<file path="config.mk">
export PLATFORM = sky130hd
export DESIGN_NAME = rsq_ctrl
export DESIGN_NICKNAME = d
export VERILOG_FILES = /design/src/design/rsq_pkg.sv /design/src/design/rsq_ctrl.sv
export SDC_FILE = /design/constraint.sdc
export NUM_CORES = 1
export LEC_CHECK = 0
export ABC_AREA = 1
export BUFFER_PORTS_ARGS = -buffer_cell sky130_fd_sc_hd__buf_2
export CELL_PAD_IN_SITES_DETAIL_PLACEMENT = 1
export CELL_PAD_IN_SITES_GLOBAL_PLACEMENT = 2
export CORE_AREA = 4 4 41 43
export CTS_CLUSTER_SIZE = 40
export DETAILED_ROUTE_END_ITERATION = 12
export DIE_AREA = 0 0 45 47
export PLACE_DENSITY = 0.67
export SYNTH_ARGS = -nofsm -noshare
export SYNTH_HDL_FRONTEND = slang
export SYNTH_SLANG_ARGS = --single-unit
</file>
<file path="constraint.sdc">
create_clock -name clock -period 1.34 [get_ports clock]
set_input_delay 0.134 -clock clock [delete_from_list [all_inputs] [get_ports clock]]
set_output_delay 0.134 -clock clock [all_outputs]
set_load 0.005 [all_outputs]
</file>
<file path="src/design/rsq_pkg.sv">
package rsq_pkg;

   localparam int ROWS_DEFAULT = 16;
   localparam int COLS_DEFAULT = 64;

   // Cell tags.
   localparam logic [1:0] TAG_EMPTY = 2'd0;
   localparam logic [1:0] TAG_END   = 2'd1;
   localparam logic [1:0] TAG_FULL  = 2'd2;

   // Result status codes.
   localparam logic [1:0] ST_OK    = 2'd0;
   localparam logic [1:0] ST_EMPTY = 2'd1;
   localparam logic [1:0] ST_FULL  = 2'd2;

   // Request commands.
   localparam logic CMD_ENQ = 1'b0;
   localparam logic CMD_DEQ = 1'b1;

   // Commands from the controller to the datapath.
   typedef struct packed {
      logic clear;   // write one reset word of the cell memory
      logic accept;  // latch the request and issue the cell read
      logic exec;    // finish the operation and load the result register
      logic spill;   // write the value into column 0 of the new row
   } ctl_cmd_type;

   // Status from the datapath to the controller.
   typedef struct packed {
      logic clear_last;  // the clearing pass is at its last cell
      logic slot_free;   // the result register can take a result
      logic spill;       // the finishing enqueue opens a new row
   } dp_status_type;

endpackage

</file>
<file path="src/design/rsq_ctrl.sv">
module rsq_ctrl (
   input  logic                   clock,
   input  logic                   reset,
   input  logic                   req_valid,
   output logic                   req_ready,
   input  rsq_pkg::dp_status_type sts,
   output rsq_pkg::ctl_cmd_type   ctl
);

   typedef enum logic [1:0] {
      S_CLEAR,
      S_IDLE,
      S_EXEC,
      S_SPILL
   } state_type;

   state_type state_ff;
   logic      req_ready_ff;

   assign ctl.clear  = state_ff == S_CLEAR;
   assign ctl.accept = req_valid && req_ready_ff;
   assign ctl.exec   = (state_ff == S_EXEC) && sts.slot_free;
   assign ctl.spill  = state_ff == S_SPILL;
   assign req_ready  = req_ready_ff;

   always_ff @(posedge clock) begin
      if (reset) begin
         state_ff     <= S_CLEAR;
         req_ready_ff <= 1'b0;
      end else begin
         case (state_ff)
            S_CLEAR: begin
               if (sts.clear_last) begin
                  state_ff     <= S_IDLE;
                  req_ready_ff <= 1'b1;
               end
            end
            S_IDLE: begin
               if (req_valid) begin
                  state_ff     <= S_EXEC;
                  req_ready_ff <= 1'b0;
               end
            end
            S_EXEC: begin
               if (sts.slot_free) begin
                  if (sts.spill) begin
                     state_ff <= S_SPILL;
                  end else begin
                     state_ff     <= S_IDLE;
                     req_ready_ff <= 1'b1;
                  end
               end
            end
            S_SPILL: begin
               state_ff     <= S_IDLE;
               req_ready_ff <= 1'b1;
            end
            default: begin
               state_ff     <= S_CLEAR;
               req_ready_ff <= 1'b0;
            end
         endcase
      end
   end

`ifndef SYNTHESIS
   a_spill_after_exec: assert property (@(posedge clock) disable iff (reset)
      state_ff == S_SPILL |-> $past(state_ff == S_EXEC && sts.slot_free))
      else $error("row spill without a finishing enqueue");

   a_accept_then_exec: assert property (@(posedge clock) disable iff (reset)
      ctl.accept |=> state_ff == S_EXEC && !req_ready_ff)
      else $error("accepted request did not move to execution");
`endif

endmodule

</file>
# Yosys cells after proc, flatten, opt, wreduce, memory -nomap -nowiden
# Cells that the tools add are included.
[totals]
inputBits = 6
ff_bits = 3
word_cells = 24
[op_classes]
n_reduce_logical = 5
mux = 10
n_eq_ne = 7
[ops]
columns = ["operator", "n"]
rows = [
  ["$mux 2", 4],
  ["$ne 2x2->1 const B", 4],
  ["$pmux 2 s4", 1],
  ["$eq 2x2->1 const B", 2],
  ["$mux 1", 4],
  ["$pmux 1 s4", 1],
  ["$reduce_and 4->1", 1],
  ["$reduce_and 3->1", 1],
  ["$eq 2x1->1 const B", 1],
  ["$logic_and 1x1->1", 2],
  ["$logic_not 2->1", 1],
]

# Depth between registers and ports, before layout
# Gate-level depths: netlist (run 1).
[logic_depth]
depth_word = 3
mapped_depth = 7

# Worst setup path after synthesis (run 1)
# No wires, ideal clock.
[synth_path]
path_kind = "register to register"
startpoint = "register state_ff[0]"
endpoint = "register req_ready_ff, in the netlist req_ready"
period_less_slack_ps = 1098
stages_incl_launch_ff = 7
setup_slack_ps = 242
t_arrival_ps = 984
cell_sequence = "dfxtp_1 -> inv_1 -> ha_1 -> nand2_4 -> nand3_2 -> o21bai_1 -> nor2_1"
[synth_rtl]
columns = ["item", "line_no", "rtl"]
rows = [
  ["start, declared", "rsq_ctrl.sv:17", "state_type state_ff;"],
  ["start signal, assigned", "rsq_ctrl.sv:28", "state_ff <= S_CLEAR;"],
  ["start signal, assigned", "rsq_ctrl.sv:34", "state_ff <= S_IDLE;"],
  ["start signal, assigned", "rsq_ctrl.sv:40", "state_ff <= S_EXEC;"],
  ["end signal, assigned", "rsq_ctrl.sv:29", "req_ready_ff <= 1'b0;"],
  ["end signal, assigned", "rsq_ctrl.sv:35", "req_ready_ff <= 1'b1;"],
  ["end signal, assigned", "rsq_ctrl.sv:41", "req_ready_ff <= 1'b0;"],
  ["end, declared", "rsq_ctrl.sv:18", "logic req_ready_ff;"],
]

==> results of run 1 <==
-- per-layer routing --
layer	up-vias	GRT usage, %
met1	106	7.69
met3	0	2.30
met4	0	7.02
li1	140	-
met5	-	0
met2	5	8.47
-- area by class of cell --
cell class,instances,area (µm²)
tap,15,18.8
multi-input combinational,27,160
inverter,9,33.8
fill,182,951
clock buffer,4,26.3
sequential,3,61.3
timing repair buffer,10,50.0
-- cell usage in the layout (no fill, tap or decap), drive strengths merged --
cell	instances
buf	10
inv	9
clkbuf	4
o21bai	1
nor2	6
nand3	1
ha	4
nand2	14
a21oi	1
dfxtp	3
-- cell usage after synthesis --
cell,count,area [µm²]
a21oi_1,1,5.00
o21bai_1,1,7.51
ha_1,4,50.1
dfxtp_1,3,60.1
nand3_2,1,10.0
nor2_1,6,22.5
nand2_1,11,41.3
inv_1,9,33.8
nand2_2,2,12.5
nand2_4,1,11.3
-- kinds of logic after synthesis --
| logic type | synth area share, % |
|---|---|
| AO/OA/AOI/OAI | 4.93 |
| adder cells (fa/ha/maj) | 19.7 |
| buffers and inverters | 13.3 |
| flip-flops | 23.6 |
| AND/OR/NAND/NOR | 38.4 |
-- worst paths after layout --
path,cells past startpoint,slack (ns),startpoint,endpoint
max,5,0.13,state_ff[0]$_SDFFE_PP0P_,ctl[1]
min,4,0.16,reset,state_ff[0]$_SDFFE_PP0P_
max reg2reg,6,0.15,state_ff[1]$_SDFFE_PP0P_,state_ff[1]$_SDFFE_PP0P_
min reg2reg,2,0.51,req_ready$_SDFFE_PP0P_,req_ready$_SDFFE_PP0P_
-- registers in the layout, summed over array words and instances, names as in the netlist --
register   count
state_ff       2
req_ready      1
-- worst reg2reg max path, cell delays in order (launching register included) --
cell,delay [ns]
dfxtp_1,0.35
inv_1,0.09
ha_1,0.23
nand2_4,0.08
nand3_2,0.11
a21oi_1,0.18
nor2_1,0.05
-- power groups by stage --
stage / clock, mW / combinational [mW] / sequential (mW)
detailed placement: 0 / 0.415 / 0.171
floorplan: 0 / 0.301 / 0.167
finish: 0.155 / 0.413 / 0.173
CTS: 0.164 / 0.415 / 0.170
global route: 0.172 / 0.496 / 0.181
global placement: 0 / 0.422 / 0.170
==> flow_metrics.py, run 1 <==
metrics = {
    "flow_run": {
        "drv_cap": 0,
    },
    "floorplan": {
        "coreArea_um2": 1300,
        "rows": 13,
        "start_util_pct": 19.5,
        "dieArea_um2": 2120,
        "die_y_um": 47,
        "die_width_um": 45,
        "ios": 11,
    },
    "global_routing": {
        "antenna_found_initial": 0,
        "grt-ovfl-total": 0,
        "first_global_vias": 230,
        "grt_max_degree": 6,
        "track_usage_pct": 6.47,
        "grt_pass1_wl_um": 931,
    },
    "routing": {
        "vias": 251,
        "ant_nets": 0,
        "routed-wl-met2_um": 267,
        "drc": 0,
        "drt_iter0_drc": 0,
        "wirelength_um": 545,
        "first_pass_iters": 1,
        "dr_wl_met3_um": 30,
        "wirelength_met1_um": 247,
        "post_drt_wl_per_cell_um": 8.01,
        "top_layer": "met3",
        "avgViaCountPerCell": 3.69,
    },
    "synthesis": {
        "synth-seq-area-share_pct": 23.6,
        "ys_ff_latch": 3,
        "syn_area_um2": 254,
        "ys_types": 10,
        "syn_area_per_cell_um2": 6.51,
        "synthCells": 39,
        "yosys_warnings": 0,
        "postSynthNetCount": 49,
    },
    "clock_network": {
        "cts_buffers": 3,
        "clk_pin_slew_ns": 0.03,
        "clock_sinks": 3,
        "root_buffer": "clkbuf_4",
        "postCtsHoldBufs": 0,
        "cts_buffer_depth": 2,
        "post_cts_buffers": 0,
        "clock_latency_ns": 0.23,
        "cts_resized": 0,
        "htreeDepth": 1,
        "cts_tree": "done",
    },
    "sta": {
        "slew_viol_final": 0,
        "tightest_slew_ns": 0.162,
        "setup_violations": 0,
        "fin_ws_ns": 0.134,
        "hold_violations": 0,
        "fin_crit_sh_pct": 90.0,
        "finalSetupTns_ns": 0,
        "fin_crit_ns": 1.21,
        "fmax_mhz": 830,
        "hold_ws_ns": 0.157,
        "maxSlewHeadroom_pct": 89.2,
        "rsz0062_at_grt": "no",
        "fin_worst_skew_ns": 0.00104,
    },
    "final_layout": {
        "fin_util_pct": 26.9,
        "fin_cells": 68,
        "n_antenna_cell": 0,
        "final_area_um2": 350,
        "syn2layout_area_growth_pct": 37.9,
        "final_layout_size_suffix_gt1_share_pct": 34.0,
        "nNetsFinal": 64,
    },
    "power_and_ir_drop": {
        "p_leak_nw": 0.231,
        "peakVddDrop_uv": 826,
        "finalPower_uw": 740,
        "pwr_density_cell_nw_per_um2": 2110,
        "p_sw_share_pct": 42.7,
        "pwr-share-comb_pct": 55.8,
        "clkPwrFrac_pct": 20.9,
        "p_int_uw": 424,
        "seqPwrFrac_pct": 23.3,
        "p_sw_uw": 316,
    },
    "hold_path": {
        "min_path_type": "input pin to register",
    },
    "outcome": {
        "status": "finished clean",
    },
    "placement": {
        "place_hpwl_um": 464,
        "post_dp_cell_area_um2": 323,
        "gp_congestion": 0.659,
        "io_buffers": 10,
        "dp_cells": 64,
        "pre_cts_ws_ns": 0.141,
    },
    "worst_setup_path": {
        "start_kind": "register",
        "endpoint_kind": "primary output",
        "worstPathCellList": "inv_1 -> ha_1 -> nand2_1 -> inv_1 -> buf_2",
        "crit_top_cell": "inv_1",
        "critPathMaxFanout": 3,
        "critPathKind": "register to primary output",
        "cp_data_arrival_time_ns": 1.07,
        "crit_slowest_cell": "dfxtp_2",
        "crit_required_ns": 1.21,
        "critPathTopFamily": "flip-flops",
        "slowest_delay_ns": 0.33,
        "critical_path_buf_inv_count": 3,
    },
}
(Power assumes the default switching activity.)
==> inputs of run 2 (changes only) <==
--- a/config.mk
+++ b/config.mk
@@ -10,6 +10,7 @@
 export CELL_PAD_IN_SITES_DETAIL_PLACEMENT = 1
 export CELL_PAD_IN_SITES_GLOBAL_PLACEMENT = 2
 export CORE_AREA = 4 4 41 43
+export CTS_BUF_LIST = sky130_fd_sc_hd__clkbuf_4 sky130_fd_sc_hd__clkbuf_8
 export CTS_CLUSTER_SIZE = 40
 export DETAILED_ROUTE_END_ITERATION = 12
 export DIE_AREA = 0 0 45 47
==> flow_metrics.py, run 2 (synthesized netlist as in run 1, its figures left out) <==
metrics = {
    "clock_network": {
        "clock_sinks": 3,
        "cts_buffers": 3,
        "clock_latency_ns": 0.23,
        "clk_pin_slew_ns": 0.03,
        "post_cts_buffers": 0,
        "root_buffer": "clkbuf_4",
        "htreeDepth": 1,
        "cts_buffer_depth": 2,
        "cts_tree": "done",
    },
    "worst_setup_path": {
        "r2r_end": "state_ff[1]$_SDFFE_PP0P_",
        "worstPathCellList": "inv_1 -> ha_1 -> nand2_1 -> inv_1 -> buf_2",
        "critPathTopFamily": "flip-flops",
        "reg2regPathDepth": 6,
        "cp_data_arrival_time_ns": 1.07,
        "endpoint_kind": "primary output",
        "rr_startpoint": "state_ff[1]$_SDFFE_PP0P_",
        "r2r_setup_slack_ns": 0.15,
        "crit_slowest_cell": "dfxtp_2",
        "slowest_delay_ns": 0.33,
        "cp_num_cells": 5,
        "critPathMaxFanout": 3,
        "critPathKind": "register to primary output",
        "start_kind": "register",
        "critical_path_buf_inv_count": 3,
        "crit_required_ns": 1.21,
        "crit_top_cell": "inv_1",
    },
    "hold_path": {
        "min_from": "reset",
        "min_path_type": "input pin to register",
        "min_path_cells": 4,
        "whs_endpoint": "state_ff[0]$_SDFFE_PP0P_",
    },
    "power_and_ir_drop": {
        "finalPower_uw": 757,
        "pwr_density_cell_nw_per_um2": 2140,
        "p_leak_nw": 0.235,
        "peakVddDrop_uv": 826,
    },
    "global_routing": {
        "grt-ovfl-total": 0,
        "first_global_vias": 228,
        "grt_pass1_wl_um": 917,
        "antenna_found_initial": 0,
        "grt_max_degree": 6,
        "track_usage_pct": 6.23,
    },
    "routing": {
        "vias": 251,
        "drc": 0,
        "avgViaCountPerCell": 3.69,
        "first_pass_iters": 1,
        "wirelength_um": 533,
        "drt_iter0_drc": 0,
        "ant_nets": 0,
        "post_drt_wl_per_cell_um": 7.84,
    },
    "sta": {
        "slew_viol_final": 0,
        "tightest_slew_ns": 0.162,
        "maxSlewHeadroom_pct": 89.2,
        "rsz0062_at_grt": "no",
        "fmax_mhz": 832,
        "hold_violations": 0,
        "fin_crit_ns": 1.20,
        "fin_crit_sh_pct": 89.7,
        "fin_worst_skew_ns": 0.000215,
        "setup_violations": 0,
        "finalSetupTns_ns": 0,
    },
    "floorplan": {
        "ios": 11,
        "start_util_pct": 19.5,
        "die_width_um": 45,
        "die_y_um": 47,
        "coreArea_um2": 1300,
        "dieArea_um2": 2120,
        "rows": 13,
    },
    "final_layout": {
        "top_register": "state_ff",
        "final_area_um2": 354,
        "n_antenna_cell": 0,
        "nNetsFinal": 64,
        "seqCellArea_um2": 61.3,
        "syn2layout_area_growth_pct": 39.4,
        "num-fill-cells": 182,
        "mostFrequentLayoutCell": "nand2_1",
        "mostFrequentLayoutCells": "nand2_1, buf_2, inv_1",
        "largest_reg_flops": 2,
        "multi_input_area_um2": 160,
        "final_layout_size_suffix_gt1_share_pct": 35.8,
    },
    "outcome": {
        "status": "finished clean",
    },
    "placement": {
        "io_buffers": 10,
        "gp_congestion": 0.659,
        "post_dp_cell_area_um2": 323,
        "place_hpwl_um": 464,
    },
    "flow_run": {
        "drv_cap": 0,
    },
}
[run 2: cell counts in the layout (fill, tap and decap cells not counted)]
No cell type changed its count.
[run 2: power by group]
part | internal [mW] | switching, mW
Sequential | 0.139 | 0.0337
Clock | 0.131 | 0.0401
Combinational | 0.173 | 0.239
Total | 0.444 | 0.313
[run 2: metrics by stage]
step / hold slack (ns) / utilization, % / cells / setup slack [ns]
4_1_cts: 0.163 / 27.1 / 68 / 0.0802
5_1_grt: 0.165 / 27.2 / 68 / 0.0102
3_5_place_dp: 0.405 / 24.8 / 64 / 0.141
6_report: 0.160 / 27.2 / 68 / 0.138
3_3_place_gp: 0.403 / 24.8 / 64 / 0.118
2_1_floorplan: 0.289 / - / 39 / 0.242
[run 2: tightest hold or removal path, stage by stage]
cell	delay [ns]
buf_2	0.08
inv_1	0.04
nand2_1	0.06
nor2_1	0.03
[run 2: area by class of cell]
class / instances / share of cell area [%]
Clock buffer: 4 / 8.48
Inverter: 9 / 9.54
Multi-Input combinational cell: 27 / 45.2
Sequential cell: 3 / 17.3
Tap cell: 15 / 5.30
Timing Repair Buffer: 10 / 14.1
[run 2: repair_timing]
action / CTS / global route
resized for setup: 0 / 1
endpoints found under the setup margin: 0 / 1
hold buffers: 0 / 0
[run 2: worst max-delay path by stage]
| stage | start | end | slack [ns] |
|---|---|---|---|
| floorplan | state_ff[0]$_SDFFE_PP0P_ | req_ready$_SDFFE_PP0P_ | 0.24 |
| global placement | state_ff[0]$_SDFFE_PP0P_ | state_ff[1]$_SDFFE_PP0P_ | 0.12 |
| CTS | state_ff[0]$_SDFFE_PP0P_ | ctl[1] | 0.08 |
| global route | state_ff[1]$_SDFFE_PP0P_ | state_ff[1]$_SDFFE_PP0P_ | 0.01 |
| detailed placement | state_ff[0]$_SDFFE_PP0P_ | state_ff[1]$_SDFFE_PP0P_ | 0.14 |
| finish | state_ff[0]$_SDFFE_PP0P_ | ctl[1] | 0.14 |
[run 2: per-layer routing]
metal	GRT usage, %	vias to the layer above	share of wire, %
met5	0	-	0
met4	5.26	0	0
met3	2.30	0	5.6
met2	8.76	5	49
met1	7.47	107	45
li1	-	139	-
==> inputs of run 3 (changes only) <==
--- a/config.mk
+++ b/config.mk
@@ -15,6 +15,7 @@
 export DETAILED_ROUTE_END_ITERATION = 12
 export DIE_AREA = 0 0 45 47
 export PLACE_DENSITY = 0.67
+export RECOVER_POWER = 50
 export SYNTH_ARGS = -nofsm -noshare
 export SYNTH_HDL_FRONTEND = slang
 export SYNTH_SLANG_ARGS = --single-unit
==> flow_metrics.py, run 3 (synthesized netlist as in run 1, its figures left out) <==
metrics = {
    "worst_setup_path": {
        "critPathLaunch": "state_ff[0]$_SDFFE_PP0P_",
        "cp_data_arrival_time_ns": 1.07,
        "crit_required_ns": 1.21,
        "rr_startpoint": "state_ff[1]$_SDFFE_PP0P_",
        "critPathMaxFanout": 3,
        "endpoint_kind": "primary output",
        "slowest_delay_ns": 0.33,
        "critPathKind": "register to primary output",
        "start_kind": "register",
        "worstPathCellList": "inv_1 -> ha_1 -> nand2_1 -> inv_1 -> buf_2",
        "crit_top_cell": "inv_1",
        "crit_slowest_cell": "dfxtp_2",
    },
    "power_and_ir_drop": {
        "p_int_uw": 436,
        "pwr-share-comb_pct": 54.1,
        "p_leak_nw": 0.228,
        "clkPwrFrac_pct": 22.8,
        "pwr_density_cell_nw_per_um2": 2130,
        "peakVddDrop_uv": 821,
        "p_sw_share_pct": 41.8,
        "p_sw_uw": 314,
        "seqPwrFrac_pct": 23.0,
    },
    "final_layout": {
        "num-fill-cells": 183,
        "n_antenna_cell": 0,
        "syn2layout_area_growth_pct": 38.4,
        "mostFrequentLayoutCell": "nand2_1",
        "final_area_um2": 352,
        "largest_reg_flops": 2,
        "mostFrequentLayoutCells": "nand2_1, inv_1, buf_2",
        "top_register": "state_ff",
        "final_layout_size_suffix_gt1_share_pct": 32.1,
        "nNetsFinal": 64,
    },
    "global_routing": {
        "track_usage_pct": 6.23,
        "antenna_found_initial": 0,
        "grt_pass1_wl_um": 917,
        "grt-ovfl-total": 0,
        "grt_max_degree": 6,
        "first_global_vias": 228,
    },
    "routing": {
        "vias": 251,
        "drt_iter0_drc": 0,
        "post_drt_wl_per_cell_um": 7.87,
        "ant_nets": 0,
        "avgViaCountPerCell": 3.69,
        "first_pass_iters": 1,
        "wirelength_um": 535,
        "drc": 0,
    },
    "floorplan": {
        "die_width_um": 45,
        "start_util_pct": 19.5,
        "rows": 13,
        "coreArea_um2": 1300,
        "dieArea_um2": 2120,
        "ios": 11,
        "die_y_um": 47,
    },
    "clock_network": {
        "clk_pin_slew_ns": 0.03,
        "cts_buffer_depth": 2,
        "cts_tree": "done",
        "cts_buffers": 3,
        "clock_sinks": 3,
        "root_buffer": "clkbuf_4",
        "clock_latency_ns": 0.23,
        "htreeDepth": 1,
        "post_cts_buffers": 0,
    },
    "hold_path": {
        "min_from": "reset",
        "min_path_type": "input pin to register",
    },
    "sta": {
        "slew_viol_final": 0,
        "finalSetupTns_ns": 0,
        "rsz0062_at_grt": "no",
        "tightest_slew_ns": 0.162,
        "fin_crit_ns": 1.20,
        "setup_violations": 0,
        "fin_worst_skew_ns": 0.000215,
        "fmax_mhz": 832,
        "maxSlewHeadroom_pct": 89.2,
        "hold_violations": 0,
        "fin_crit_sh_pct": 89.7,
    },
    "placement": {
        "place_hpwl_um": 464,
        "gp_congestion": 0.659,
        "io_buffers": 10,
        "post_dp_cell_area_um2": 323,
    },
    "flow_run": {
        "drv_cap": 0,
    },
    "outcome": {
        "status": "finished clean",
    },
}
run 3: cell types whose count changed in the layout (fill, tap and decap cells not counted), sizes merged:
cell and change:
clkbuf +2, buf -2
run 3: final cells by class:
class                      instances  area, µm²  area share (%)
clock buffer                       4       30.0            8.54
inverter                           9       33.8            9.61
sequential                         3       61.3            17.4
timing repair buffer              10       47.5            13.5
multi-input combinational         27        160            45.6
tap                               15       18.8            5.34
run 3: worst paths after layout:
kind                                                  to  slack [ns]  cells past startpoint
worst max register to register  state_ff[1]$_SDFFE_PP0P_        0.15                      6
worst min register to register    req_ready$_SDFFE_PP0P_        0.51                      2
worst max-delay path                              ctl[1]        0.14                      5
worst min-delay path            state_ff[0]$_SDFFE_PP0P_        0.16                      4
run 3: what timing repair did:
item                                    in CTS  in global routing
gates resized for setup                      0                  1
hold buffers                                 0                  0
endpoints found under the setup margin       0                  1
run 3: worst max-delay path: cells and delay by family (launching register included):
family,cells,cell delay [ns]
DFF,1,0.33
adders and majority gates,1,0.23
buffers and inverters,3,0.21
and+or+nand+nor,1,0.07
run 3: power by group through the flow:
stage               sequential [mW]  clock [mW]  combinational (mW)
global placement              0.170           0               0.422
detailed placement            0.171           0               0.415
global route                  0.181       0.189               0.489
finish                        0.173       0.171               0.406
CTS                           0.170       0.179               0.415
floorplan                     0.167           0               0.301
run 3: metrics by stage:
stage,utilization [%],std cells,setup WS [ns],total power [mW],hold WS (ns)
2_1_floorplan,-,39,0.242,0.468,0.289
3_3_place_gp,24.8,64,0.118,0.592,0.403
3_5_place_dp,24.8,64,0.141,0.586,0.405
4_1_cts,27.1,68,0.0802,0.765,0.163
5_1_grt,27.0,68,0.00799,0.859,0.165
6_report,27.0,68,0.138,0.750,0.160
run 3: metal layers:
metal	global-route usage (%)	vias up	share of wire (%)
li1	-	139	-
met1	7.47	107	45
met2	8.76	5	49
met3	2.30	0	5.6
met4	5.26	0	0
met5	0	-	0
